**config.mk**
```make
export PLATFORM = sky130hd
export DESIGN_NAME = page_replacement_victim_select_top
export DESIGN_NICKNAME = d
export VERILOG_FILES = /design/src/rtl/core/prvs_pkg.sv /design/src/rtl/core/prvs_datapath.sv /design/src/rtl/core/prvs_ctrl.sv /design/src/rtl/core/page_replacement_victim_select_top.sv
export SDC_FILE = /design/constraint.sdc
export NUM_CORES = 1
export LEC_CHECK = 0
export ABC_CLOCK_PERIOD_IN_PS = 17300
export BUFFER_PORTS_ARGS = -buffer_cell sky130_fd_sc_hd__buf_4
export CAP_MARGIN = 20
export CORE_ASPECT_RATIO = 0.6
export CORE_UTILIZATION = 60
export CTS_CLUSTER_DIAMETER = 50
export CTS_CLUSTER_SIZE = 12
export DETAILED_ROUTE_END_ITERATION = 7
export PLACE_DENSITY = 0.76
export RECOVER_POWER = 100
export SETUP_SLACK_MARGIN = 0.02
export SLEW_MARGIN = 20
export SYNTH_ARGS = -nofsm -noshare
export SYNTH_HDL_FRONTEND = slang
export SYNTH_SLANG_ARGS = --single-unit
```
**constraint.sdc**
```tcl
create_clock -name clk -period 17.3 [get_ports clk]
set_input_delay 3.46 -clock clk [delete_from_list [all_inputs] [get_ports clk]]
set_output_delay 3.46 -clock clk [all_outputs]
set_load 0.01 [all_outputs]
```
**src/rtl/core/prvs_pkg.sv**
```systemverilog
// ----------------------------------------------------------------------------
// prvs_pkg
// Shared types and constants of the page replacement victim selector.
// ----------------------------------------------------------------------------
package prvs_pkg;

  localparam int SLOTS        = 16;
  localparam int SLOT_W       = (SLOTS > 1) ? $clog2(SLOTS) : 1;
  localparam int SLOT_FIELD_W = 4;
  localparam int VIC_W        = 4;
  localparam int AGE_W        = 32;
  localparam int STAMP_W      = 32;
  localparam int ONES_W       = $clog2(AGE_W + 1);
  localparam int CMD_W        = 3;
  localparam int POLICY_W     = 2;
  localparam int IN_TDATA_W   = ((SLOT_FIELD_W + AGE_W + 7) / 8) * 8;
  localparam int OUT_TDATA_W  = ((VIC_W + 7) / 8) * 8;

  typedef enum logic [CMD_W-1:0] {
    CMD_INSTALL = 3'd0,
    CMD_REMOVE  = 3'd1,
    CMD_AGE     = 3'd2,
    CMD_MARK    = 3'd3,
    CMD_SELECT  = 3'd4
  } cmd_t;

  typedef enum logic [POLICY_W-1:0] {
    POL_AGE  = 2'd0,
    POL_ONES = 2'd1,
    POL_FIFO = 2'd2
  } policy_t;

  typedef enum logic [1:0] {
    ST_IDLE,
    ST_SCAN,
    ST_FINISH
  } state_t;

  // Commands from the controller to the datapath.
  typedef struct packed {
    logic apply;
    logic scan_start;
    logic restamp;
    logic load_out;
  } ctrl_t;

  // Status from the datapath back to the controller.
  typedef struct packed {
    logic scan_done;
    logic any;
    logic best_accessed;
  } status_t;

endpackage

```
**src/rtl/core/prvs_datapath.sv**
```systemverilog
// ----------------------------------------------------------------------------
// prvs_datapath
// Slot tables, stamp counter and the one-slot-per-cycle least-key scan.
// ----------------------------------------------------------------------------
module prvs_datapath
  import prvs_pkg::*;
(
  input  logic                    clk,
  input  logic                    rst_n,
  input  ctrl_t                   ctrl,
  input  policy_t                 mode,
  input  cmd_t                    cmd,
  input  logic [SLOT_FIELD_W-1:0] slot,
  input  logic [AGE_W-1:0]        age_value,
  output status_t                 status,
  output logic [SLOT_W-1:0]       best_idx
);

  function automatic logic [ONES_W-1:0] count_ones(input logic [AGE_W-1:0] v);
    logic [ONES_W-1:0] nib [AGE_W/4];
    logic [ONES_W-1:0] sum;
    sum = '0;
    for (int i = 0; i < AGE_W / 4; i++) begin
      nib[i] = ONES_W'(v[4*i]) + ONES_W'(v[4*i+1]) + ONES_W'(v[4*i+2]) + ONES_W'(v[4*i+3]);
    end
    for (int i = 0; i < AGE_W / 4; i++) begin
      sum = sum + nib[i];
    end
    return sum;
  endfunction

  logic [AGE_W-1:0]   age_r   [SLOTS];
  logic [STAMP_W-1:0] stamp_r [SLOTS];
  logic [SLOTS-1:0]   present_r;
  logic [SLOTS-1:0]   accessed_r;
  logic [STAMP_W-1:0] stamp_cnt_r;

  logic              slot_ok;
  logic [SLOT_W-1:0] wr_idx;

  assign slot_ok = (32'(slot) < SLOTS);
  assign wr_idx  = SLOT_W'(slot);

  // Tables: written at one address per cycle, read by the scan in a clocked block.
  always_ff @(posedge clk) begin
    if (ctrl.apply && slot_ok) begin
      case (cmd)
        CMD_INSTALL: begin
          age_r[wr_idx]   <= (mode == POL_ONES) ? {AGE_W{1'b1}} : '0;
          stamp_r[wr_idx] <= stamp_cnt_r;
        end
        CMD_AGE: age_r[wr_idx] <= age_value;
        default: ;
      endcase
    end
    if (ctrl.restamp) begin
      stamp_r[best_idx] <= stamp_cnt_r;
    end
  end

  always_ff @(posedge clk) begin
    if (!rst_n) begin
      present_r   <= '0;
      accessed_r  <= '0;
      stamp_cnt_r <= '0;
    end else begin
      if (ctrl.apply && slot_ok) begin
        case (cmd)
          CMD_INSTALL: begin
            present_r[wr_idx]  <= 1'b1;
            accessed_r[wr_idx] <= 1'b0;
            stamp_cnt_r        <= stamp_cnt_r + 1'b1;
          end
          CMD_REMOVE: begin
            present_r[wr_idx]  <= 1'b0;
            accessed_r[wr_idx] <= 1'b0;
          end
          CMD_MARK: accessed_r[wr_idx] <= 1'b1;
          default: ;
        endcase
      end
      if (ctrl.restamp) begin
        accessed_r[best_idx] <= 1'b0;
        stamp_cnt_r          <= stamp_cnt_r + 1'b1;
      end
    end
  end

  // Scan: the first stage reads one slot, the second compares it with the best so far.
  logic               scan_active_r;
  logic [SLOT_W-1:0]  scan_idx_r;
  logic               rd_valid_r;
  logic               rd_last_r;
  logic [SLOT_W-1:0]  rd_idx_r;
  logic               rd_present_r;
  logic [AGE_W-1:0]   rd_age_r;
  logic [STAMP_W-1:0] rd_stamp_r;
  logic               done_r;
  logic               any_r;
  logic [SLOT_W-1:0]  best_idx_r;
  logic [ONES_W-1:0]  best_ones_r;
  logic [AGE_W-1:0]   best_key_r;

  logic              scan_last;
  logic [ONES_W-1:0] cand_ones;
  logic [AGE_W-1:0]  cand_key;
  logic              better;

  assign scan_last = (scan_idx_r == SLOT_W'(SLOTS - 1));

  always_ff @(posedge clk) begin
    if (!rst_n) begin
      scan_active_r <= 1'b0;
      scan_idx_r    <= '0;
      rd_valid_r    <= 1'b0;
      rd_last_r     <= 1'b0;
    end else begin
      rd_valid_r <= scan_active_r;
      rd_last_r  <= scan_active_r && scan_last;
      if (ctrl.scan_start) begin
        scan_active_r <= 1'b1;
        scan_idx_r    <= '0;
      end else if (scan_active_r) begin
        if (scan_last) begin
          scan_active_r <= 1'b0;
        end else begin
          scan_idx_r <= scan_idx_r + 1'b1;
        end
      end
    end
  end

  always_ff @(posedge clk) begin
    rd_idx_r     <= scan_idx_r;
    rd_present_r <= present_r[scan_idx_r];
    rd_age_r     <= age_r[scan_idx_r];
    rd_stamp_r   <= stamp_r[scan_idx_r];
  end

  always_comb begin
    cand_ones = (mode == POL_ONES) ? count_ones(rd_age_r) : '0;
    cand_key  = (mode == POL_FIFO) ? rd_stamp_r : rd_age_r;
    if (!any_r) begin
      better = 1'b1;
    end else if (mode == POL_ONES) begin
      better = (cand_ones < best_ones_r) ||
               ((cand_ones == best_ones_r) && (cand_key < best_key_r));
    end else begin
      better = (cand_key < best_key_r);
    end
  end

  always_ff @(posedge clk) begin
    if (!rst_n) begin
      done_r     <= 1'b0;
      any_r      <= 1'b0;
      best_idx_r <= '0;
    end else begin
      done_r <= rd_valid_r && rd_last_r;
      if (ctrl.scan_start) begin
        any_r <= 1'b0;
      end else if (rd_valid_r && rd_present_r && better) begin
        any_r      <= 1'b1;
        best_idx_r <= rd_idx_r;
      end
    end
  end

  always_ff @(posedge clk) begin
    if (rd_valid_r && rd_present_r && better && !ctrl.scan_start) begin
      best_ones_r <= cand_ones;
      best_key_r  <= cand_key;
    end
  end

  assign best_idx             = best_idx_r;
  assign status.scan_done     = done_r;
  assign status.any           = any_r;
  assign status.best_accessed = accessed_r[best_idx_r];

endmodule

```
**src/rtl/core/prvs_ctrl.sv**
```systemverilog
// ----------------------------------------------------------------------------
// prvs_ctrl
// Sequencer: takes words, starts scans, decides on second chances, hands off results.
// ----------------------------------------------------------------------------
module prvs_ctrl
  import prvs_pkg::*;
(
  input  logic    clk,
  input  logic    rst_n,
  input  logic    in_valid,
  input  cmd_t    cmd,
  input  policy_t mode,
  input  status_t status,
  input  logic    out_busy,
  output logic    in_ready,
  output ctrl_t   ctrl
);

  state_t state_r;
  state_t state_nxt;
  logic   accept;

  always_ff @(posedge clk) begin
    if (!rst_n) begin
      state_r <= ST_IDLE;
    end else begin
      state_r <= state_nxt;
    end
  end

  assign in_ready = (state_r == ST_IDLE);
  assign accept   = in_valid && in_ready;

  always_comb begin
    state_nxt       = state_r;
    ctrl.apply      = 1'b0;
    ctrl.scan_start = 1'b0;
    ctrl.restamp    = 1'b0;
    ctrl.load_out   = 1'b0;
    case (state_r)
      ST_IDLE: begin
        if (accept) begin
          if (cmd == CMD_SELECT) begin
            ctrl.scan_start = 1'b1;
            state_nxt       = ST_SCAN;
          end else begin
            ctrl.apply = 1'b1;
          end
        end
      end
      ST_SCAN: begin
        if (status.scan_done) begin
          // An accessed oldest slot gets its second chance and the search runs again.
          if (status.any && (mode == POL_FIFO) && status.best_accessed) begin
            ctrl.restamp    = 1'b1;
            ctrl.scan_start = 1'b1;
          end else begin
            state_nxt = ST_FINISH;
          end
        end
      end
      ST_FINISH: begin
        if (!out_busy) begin
          ctrl.load_out = 1'b1;
          state_nxt     = ST_IDLE;
        end
      end
      default: state_nxt = ST_IDLE;
    endcase
  end

endmodule

```
**src/rtl/core/page_replacement_victim_select_top.sv**
```systemverilog
// Select scans all SLOTS slots per pass and then loads the result register; the
// second-chance policy may run up to SLOTS + 1 passes, one slot read per cycle.
// One word at a time: no new word is taken until a select has loaded its result register.
// Reset (synchronous, rst_n low): clears present and accessed flags, the stamp
// counter, the policy and all handshake state; the age and stamp tables are not cleared.
// ----------------------------------------------------------------------------
// page_replacement_victim_select_top
// Page slot table with least-age, fewest-ones and second-chance FIFO victim selection.
// ----------------------------------------------------------------------------
module page_replacement_victim_select_top
  import prvs_pkg::*;
(
  input  logic                   clk,
  input  logic                   rst_n,
  input  logic                   cfg_we,
  input  logic [POLICY_W-1:0]    cfg_wdata,
  input  logic                   in_tvalid,
  output logic                   in_tready,
  input  logic [IN_TDATA_W-1:0]  in_tdata,   // slot [3:0], age_value [35:4], zero fill
  input  logic [CMD_W-1:0]       in_tuser,   // cmd [2:0]
  output logic                   out_tvalid,
  input  logic                   out_tready,
  output logic [OUT_TDATA_W-1:0] out_tdata,  // victim_slot [3:0], zero fill
  output logic                   out_tuser   // victim_found [0]
);

  logic [POLICY_W-1:0] policy_r;
  policy_t             mode;
  cmd_t                cmd;
  ctrl_t               ctrl;
  status_t             status;
  logic [SLOT_W-1:0]   best_idx;
  logic                out_valid_r;
  logic [VIC_W-1:0]    out_slot_r;
  logic                out_found_r;
  logic                out_busy;

  always_ff @(posedge clk) begin
    if (!rst_n) begin
      policy_r <= POL_AGE;
    end else if (cfg_we) begin
      policy_r <= cfg_wdata;
    end
  end

  // The unused policy code falls back to least age.
  always_comb begin
    if (policy_r == POL_ONES) begin
      mode = POL_ONES;
    end else if (policy_r == POL_FIFO) begin
      mode = POL_FIFO;
    end else begin
      mode = POL_AGE;
    end
  end

  assign cmd      = cmd_t'(in_tuser);
  assign out_busy = out_valid_r && !out_tready;

  prvs_ctrl u_ctrl (
    .clk      (clk),
    .rst_n    (rst_n),
    .in_valid (in_tvalid),
    .cmd      (cmd),
    .mode     (mode),
    .status   (status),
    .out_busy (out_busy),
    .in_ready (in_tready),
    .ctrl     (ctrl)
  );

  prvs_datapath u_datapath (
    .clk       (clk),
    .rst_n     (rst_n),
    .ctrl      (ctrl),
    .mode      (mode),
    .cmd       (cmd),
    .slot      (in_tdata[SLOT_FIELD_W-1:0]),
    .age_value (in_tdata[SLOT_FIELD_W +: AGE_W]),
    .status    (status),
    .best_idx  (best_idx)
  );

  always_ff @(posedge clk) begin
    if (!rst_n) begin
      out_valid_r <= 1'b0;
    end else if (ctrl.load_out) begin
      out_valid_r <= 1'b1;
    end else if (out_tready) begin
      out_valid_r <= 1'b0;
    end
  end

  always_ff @(posedge clk) begin
    if (ctrl.load_out) begin
      out_slot_r  <= status.any ? VIC_W'(best_idx) : '0;
      out_found_r <= status.any;
    end
  end

  assign out_tvalid = out_valid_r;
  assign out_tdata  = OUT_TDATA_W'(out_slot_r);
  assign out_tuser  = out_found_r;

`ifndef NO_ASSERTIONS
  a_no_victim_slot_zero: assert property (@(posedge clk) disable iff (!rst_n)
    (out_tvalid && !out_tuser) |-> (out_tdata == '0))
    else $error("result without a victim carries a nonzero slot");

  a_fifo_victim_unaccessed: assert property (@(posedge clk) disable iff (!rst_n)
    (ctrl.load_out && status.any && (mode == POL_FIFO)) |-> !status.best_accessed)
    else $error("second-chance victim still has its accessed bit set");

  a_select_blocks_input: assert property (@(posedge clk) disable iff (!rst_n)
    (in_tvalid && in_tready && (in_tuser == CMD_SELECT)) |=> !in_tready)
    else $error("new word accepted while a select is in progress");
`endif

endmodule

```
==> results.sh <==
export IMPL_power_density_nw_per_um2=107.7
export IMPL_globalRoute_totalOverflow=0
export IMPL_postCtsSetupRepairBufs=0
export IMPL_routed_wire_per_std_cell_um=29.29
export IMPL_synth_yosys_seq_area_share_pct=73.19
export IMPL_syn_instance_count=2454
export IMPL_maxCapViolCount=47
export IMPL_worst_r2r_setup_slack_ps=7560
export IMPL_top_level_ports=61
export IMPL_finalMaxSlewViolations=1612
export IMPL_worst_hold_slack_ps=442.6
export IMPL_vias_per_cell=6.496
export IMPL_growth_of_design_area_from_synthesis_to_finish_pct=10.18
export IMPL_synth_xor_area_share_pct=0.4570
export IMPL_floorplan_initialDensity_pct=61.20
export IMPL_r2r_end="u_datapath.rd_age_r[7]"
export IMPL_final_antenna_net_count=0
export IMPL_num_nets_final=2674
export IMPL_grt_antenna_before_repair=6
export IMPL_floorplan_die_area_um2=81020
export IMPL_compound_cell_area_share_of_the_yosys_netlist_pct=2.585
export IMPL_worst_setup_path_type="register to register"
export IMPL_nFillCells=5000
export IMPL_yosys_warnings=0
export IMPL_place_gp_congestion=0.8800
export IMPL_drive_above_1_share_pct=20.23
export IMPL_relative_max_transition_margin_pct=-200.7
export IMPL_critical_path_max_fanout=50
export IMPL_rows=79
export IMPL_fraction_of_registers_with_async_set_reset_pct=0
export IMPL_worstHoldPathType="register to register"
export IMPL_tightest_slew_ps=4511
export IMPL_ys_flop_type="sky130_fd_sc_hd__edfxtp_1"
export IMPL_synth_area_per_cell_um2=19.52
export IMPL_final_core_utilization_pct=67.43
export IMPL_clkSlewWorstSetupHoldPaths_ps=60
export IMPL_skew_ps=24.67
export IMPL_cp_data_required_time_ps=17820
export IMPL_die_width_um=366.8
export IMPL_grt_max_degree=169
export IMPL_power_ir_vdd_worst_v=0.00009801
export IMPL_hold_buffers=0
export IMPL_fmax_mhz=102.7
export IMPL_cts_sinks=1218
export IMPL_ff2ff_path_depth=4
export IMPL_postSynthRegisterBits=1218
export IMPL_crit_path_start="u_datapath.scan_idx_r[0]"
export IMPL_worstReg2RegStart="u_datapath.scan_idx_r[0]"
export IMPL_combined_area_of_the_multi_input_logic_cells_um2=12220
export IMPL_finalCriticalPeriod_ps=9740
export IMPL_clk_path_buf_depth=3
export IMPL_synth_edff_count=1067
export IMPL_seqCellArea_um2=35070
export IMPL_final_hold_violation_count=0
export IMPL_grt_resource_usage_total_pct=27.06
export IMPL_fin_setup_tns_ps=0
export IMPL_crit_arrival_ps=10260
export IMPL_tritoncts="yes"
export IMPL_grt_pass1_wl_um=158100
export IMPL_cts_resized_gates=0
export IMPL_yosys_cell_types_count=63
export IMPL_most_common_layout_cells="1,067 x sky130_fd_sc_hd__edfxtp_1, 329 x sky130_fd_sc_hd__mux4_2, 150 x sky130_fd_sc_hd__dfxtp_1, 147 x sky130_fd_sc_hd__nand2_1, 142 x sky130_fd_sc_hd__clkbuf_1"
export IMPL_setup_worst_path_end="u_datapath.rd_age_r[7]"
export IMPL_drt_iter0_markers=3070
export IMPL_syn_area_um2=47910
export IMPL_grt_setup_unrepaired="no"
export IMPL_post_synth_fa_ha_maj_area_fraction_pct=2.465
export IMPL_dr_total_vias=23997
export IMPL_core_region_area_um2=78290
export IMPL_total_leakage_power_nw=17.42
export IMPL_basic_gate_share_of_the_synthesized_area_counting_and_or_nand_and_nor_cells_pct=3.742
export IMPL_layout_cells_most_common="sky130_fd_sc_hd__edfxtp_1"
export IMPL_io_buffers=52
export IMPL_cts_htree_levels=3
export IMPL_count_of_unresolved_drc_violations_after_routing=0
export IMPL_detailed_place_hpwl_um=58940
export IMPL_drt_first_pass_iters=5
export IMPL_clk_latency_ps=700
export IMPL_violations_in_the_final_reports="max-capacitance violations, max-slew violations"
export IMPL_largest_family_of_logic_cells_by_synthesized_area="multiplexers"
export IMPL_type_of_element_capturing_the_critical_path="register"
export IMPL_cp_start_kind="register"
export IMPL_first_global_vias=24422
export IMPL_die_h_um=220.9
export IMPL_route_final_wire_length_um=108200
export IMPL_outcome="finished, violations left"
export IMPL_clockRootBuffer="sky130_fd_sc_hd__clkbuf_16"
export IMPL_setup_viol=0
export IMPL_fraction_of_synthesized_area_in_multiplexers_pct=15.72
export IMPL_cts_inserted_buffers=111
export IMPL_final_min_period_over_clock_period_pct=56.30
==> critical path: stages, from the launching register on <==
cell and delay (ps):
sky130_fd_sc_hd__dfxtp_1 2240, sky130_fd_sc_hd__clkbuf_1 2780, sky130_fd_sc_hd__clkbuf_1 3070, sky130_fd_sc_hd__mux4_2 770, sky130_fd_sc_hd__mux4_2 550
==> cell families (layout without fill, tap and decap cells) <==
| kind of cell | count (synthesis) | in the layout |
|---|---|---|
| compound gates | 192 | 192 |
| xor+xnor | 25 | 25 |
| fa+ha+maj | 80 | 80 |
| buf+inv | 224 | 407 |
| flops | 1218 | 1218 |
| mux | 341 | 341 |
| other cells | 1 | 5 |
| simple gates | 373 | 373 |
==> how the worst min path moves through the flow <==
| stage | slack (ps) | start | end | cells past startpoint |
|---|---|---|---|---|
| detailed placement | 450 | u_datapath.rd_idx_r[0] | u_datapath.best_idx[0] | 2 |
| CTS | 450 | u_datapath.rd_idx_r[2] | u_datapath.best_idx[2] | 2 |
| global route | 480 | u_datapath.rd_last_r | u_datapath.done_r | 1 |
| floorplan | 330 | u_datapath.scan_idx_r[2] | u_datapath.rd_idx_r[2] | 0 |
| global placement | 430 | u_datapath.rd_idx_r[3] | u_datapath.best_idx[3] | 2 |
| finish | 440 | u_datapath.rd_idx_r[2] | u_datapath.best_idx[2] | 2 |
==> Yosys cell counts (3+ instances only) <==
master / number / share of area (%)
sky130_fd_sc_hd__inv_1: 96 / 0.75
sky130_fd_sc_hd__nor2b_1: 15 / 0.20
sky130_fd_sc_hd__a21oi_1: 56 / 0.58
sky130_fd_sc_hd__o21ai_0: 54 / 0.56
sky130_fd_sc_hd__nor4_4: 3 / 0.13
sky130_fd_sc_hd__a21o_1: 7 / 0.11
sky130_fd_sc_hd__xnor2_1: 22 / 0.40
sky130_fd_sc_hd__nand3_1: 26 / 0.27
sky130_fd_sc_hd__nor3b_1: 3 / 0.047
sky130_fd_sc_hd__fa_1: 24 / 1.0
sky130_fd_sc_hd__or3_1: 15 / 0.20
sky130_fd_sc_hd__edfxtp_1: 1067 / 67
sky130_fd_sc_hd__nand2b_1: 10 / 0.13
sky130_fd_sc_hd__mux2_2: 3 / 0.071
sky130_fd_sc_hd__a211oi_1: 5 / 0.078
sky130_fd_sc_hd__buf_4: 5 / 0.078
sky130_fd_sc_hd__o211a_1: 3 / 0.063
sky130_fd_sc_hd__and3_1: 10 / 0.13
sky130_fd_sc_hd__nand2_1: 147 / 1.2
sky130_fd_sc_hd__a31oi_1: 6 / 0.078
sky130_fd_sc_hd__buf_1: 23 / 0.18
sky130_fd_sc_hd__buf_2: 8 / 0.084
sky130_fd_sc_hd__nand4_1: 10 / 0.13
sky130_fd_sc_hd__a31o_2: 32 / 0.58
sky130_fd_sc_hd__ha_1: 56 / 1.5
sky130_fd_sc_hd__mux2i_1: 9 / 0.19
sky130_fd_sc_hd__a22oi_1: 3 / 0.047
sky130_fd_sc_hd__xor2_1: 3 / 0.055
sky130_fd_sc_hd__and2_1: 12 / 0.16
sky130_fd_sc_hd__o21ai_1: 4 / 0.042
sky130_fd_sc_hd__dfxtp_1: 151 / 6.3
sky130_fd_sc_hd__mux4_2: 329 / 15
sky130_fd_sc_hd__nor3_1: 28 / 0.29
sky130_fd_sc_hd__nor4_1: 13 / 0.17
sky130_fd_sc_hd__nor2_1: 72 / 0.56
sky130_fd_sc_hd__clkbuf_1: 90 / 0.71
==> sequential cells by signal, indices dropped and copies added (netlist names), 2 cells and up, named ones only <==
| name | count |
|---|---|
| u_datapath.stamp_cnt_r | 32 |
| u_datapath.age_r | 512 |
| u_datapath.rd_idx_r | 4 |
| u_datapath.accessed_r | 16 |
| u_datapath.best_idx | 4 |
| u_datapath.rd_stamp_r | 32 |
| u_datapath.stamp_r | 512 |
| policy_r | 2 |
| u_datapath.best_ones_r | 6 |
| u_datapath.best_key_r | 32 |
| u_ctrl.state_r | 2 |
| u_datapath.scan_idx_r | 4 |
| out_slot_r | 4 |
| u_datapath.rd_age_r | 32 |
==> layer usage <==
layer	track usage [%]	share of wire, %	vias up	wire, µm
li1	-	-	10039	-
met1	41.49	42	12508	44940
met2	39.23	46	1282	49370
met3	6.844	11	162	11570
met4	7.487	2.1	6	2284
met5	0	0.038	-	41
==> final cells by class <==
cell class	count	area share (%)
antenna	1	0.004741
inverter	97	0.6898
multi-input combinational	1015	23.15
sequential	1218	66.43
clock inverter	5	0.08296
timing repair buffer	101	1.142
clock buffer	204	6.004
tap	1053	2.496
==> power by group <==
| group | switching [mW] | internal, mW |
|---|---|---|
| clock network | 1.01 | 1.22 |
| logic | 0.141 | 0.104 |
| registers | 0.00948 | 3.19 |
==> through the flow <==
step           instances  setup WS (ps)  area (µm²)  power [mW]
2_1_floorplan       2457           9982       47920       3.434
3_3_place_gp        3483          10420       49800       3.493
3_5_place_dp        3483          10280       49800       3.506
4_1_cts             3692          10220       53010       5.716
5_1_grt             3694           6114       52790       5.853
6_report            3694           7560       52790       5.684
Note: power is estimated with default switching activity, not from simulation.
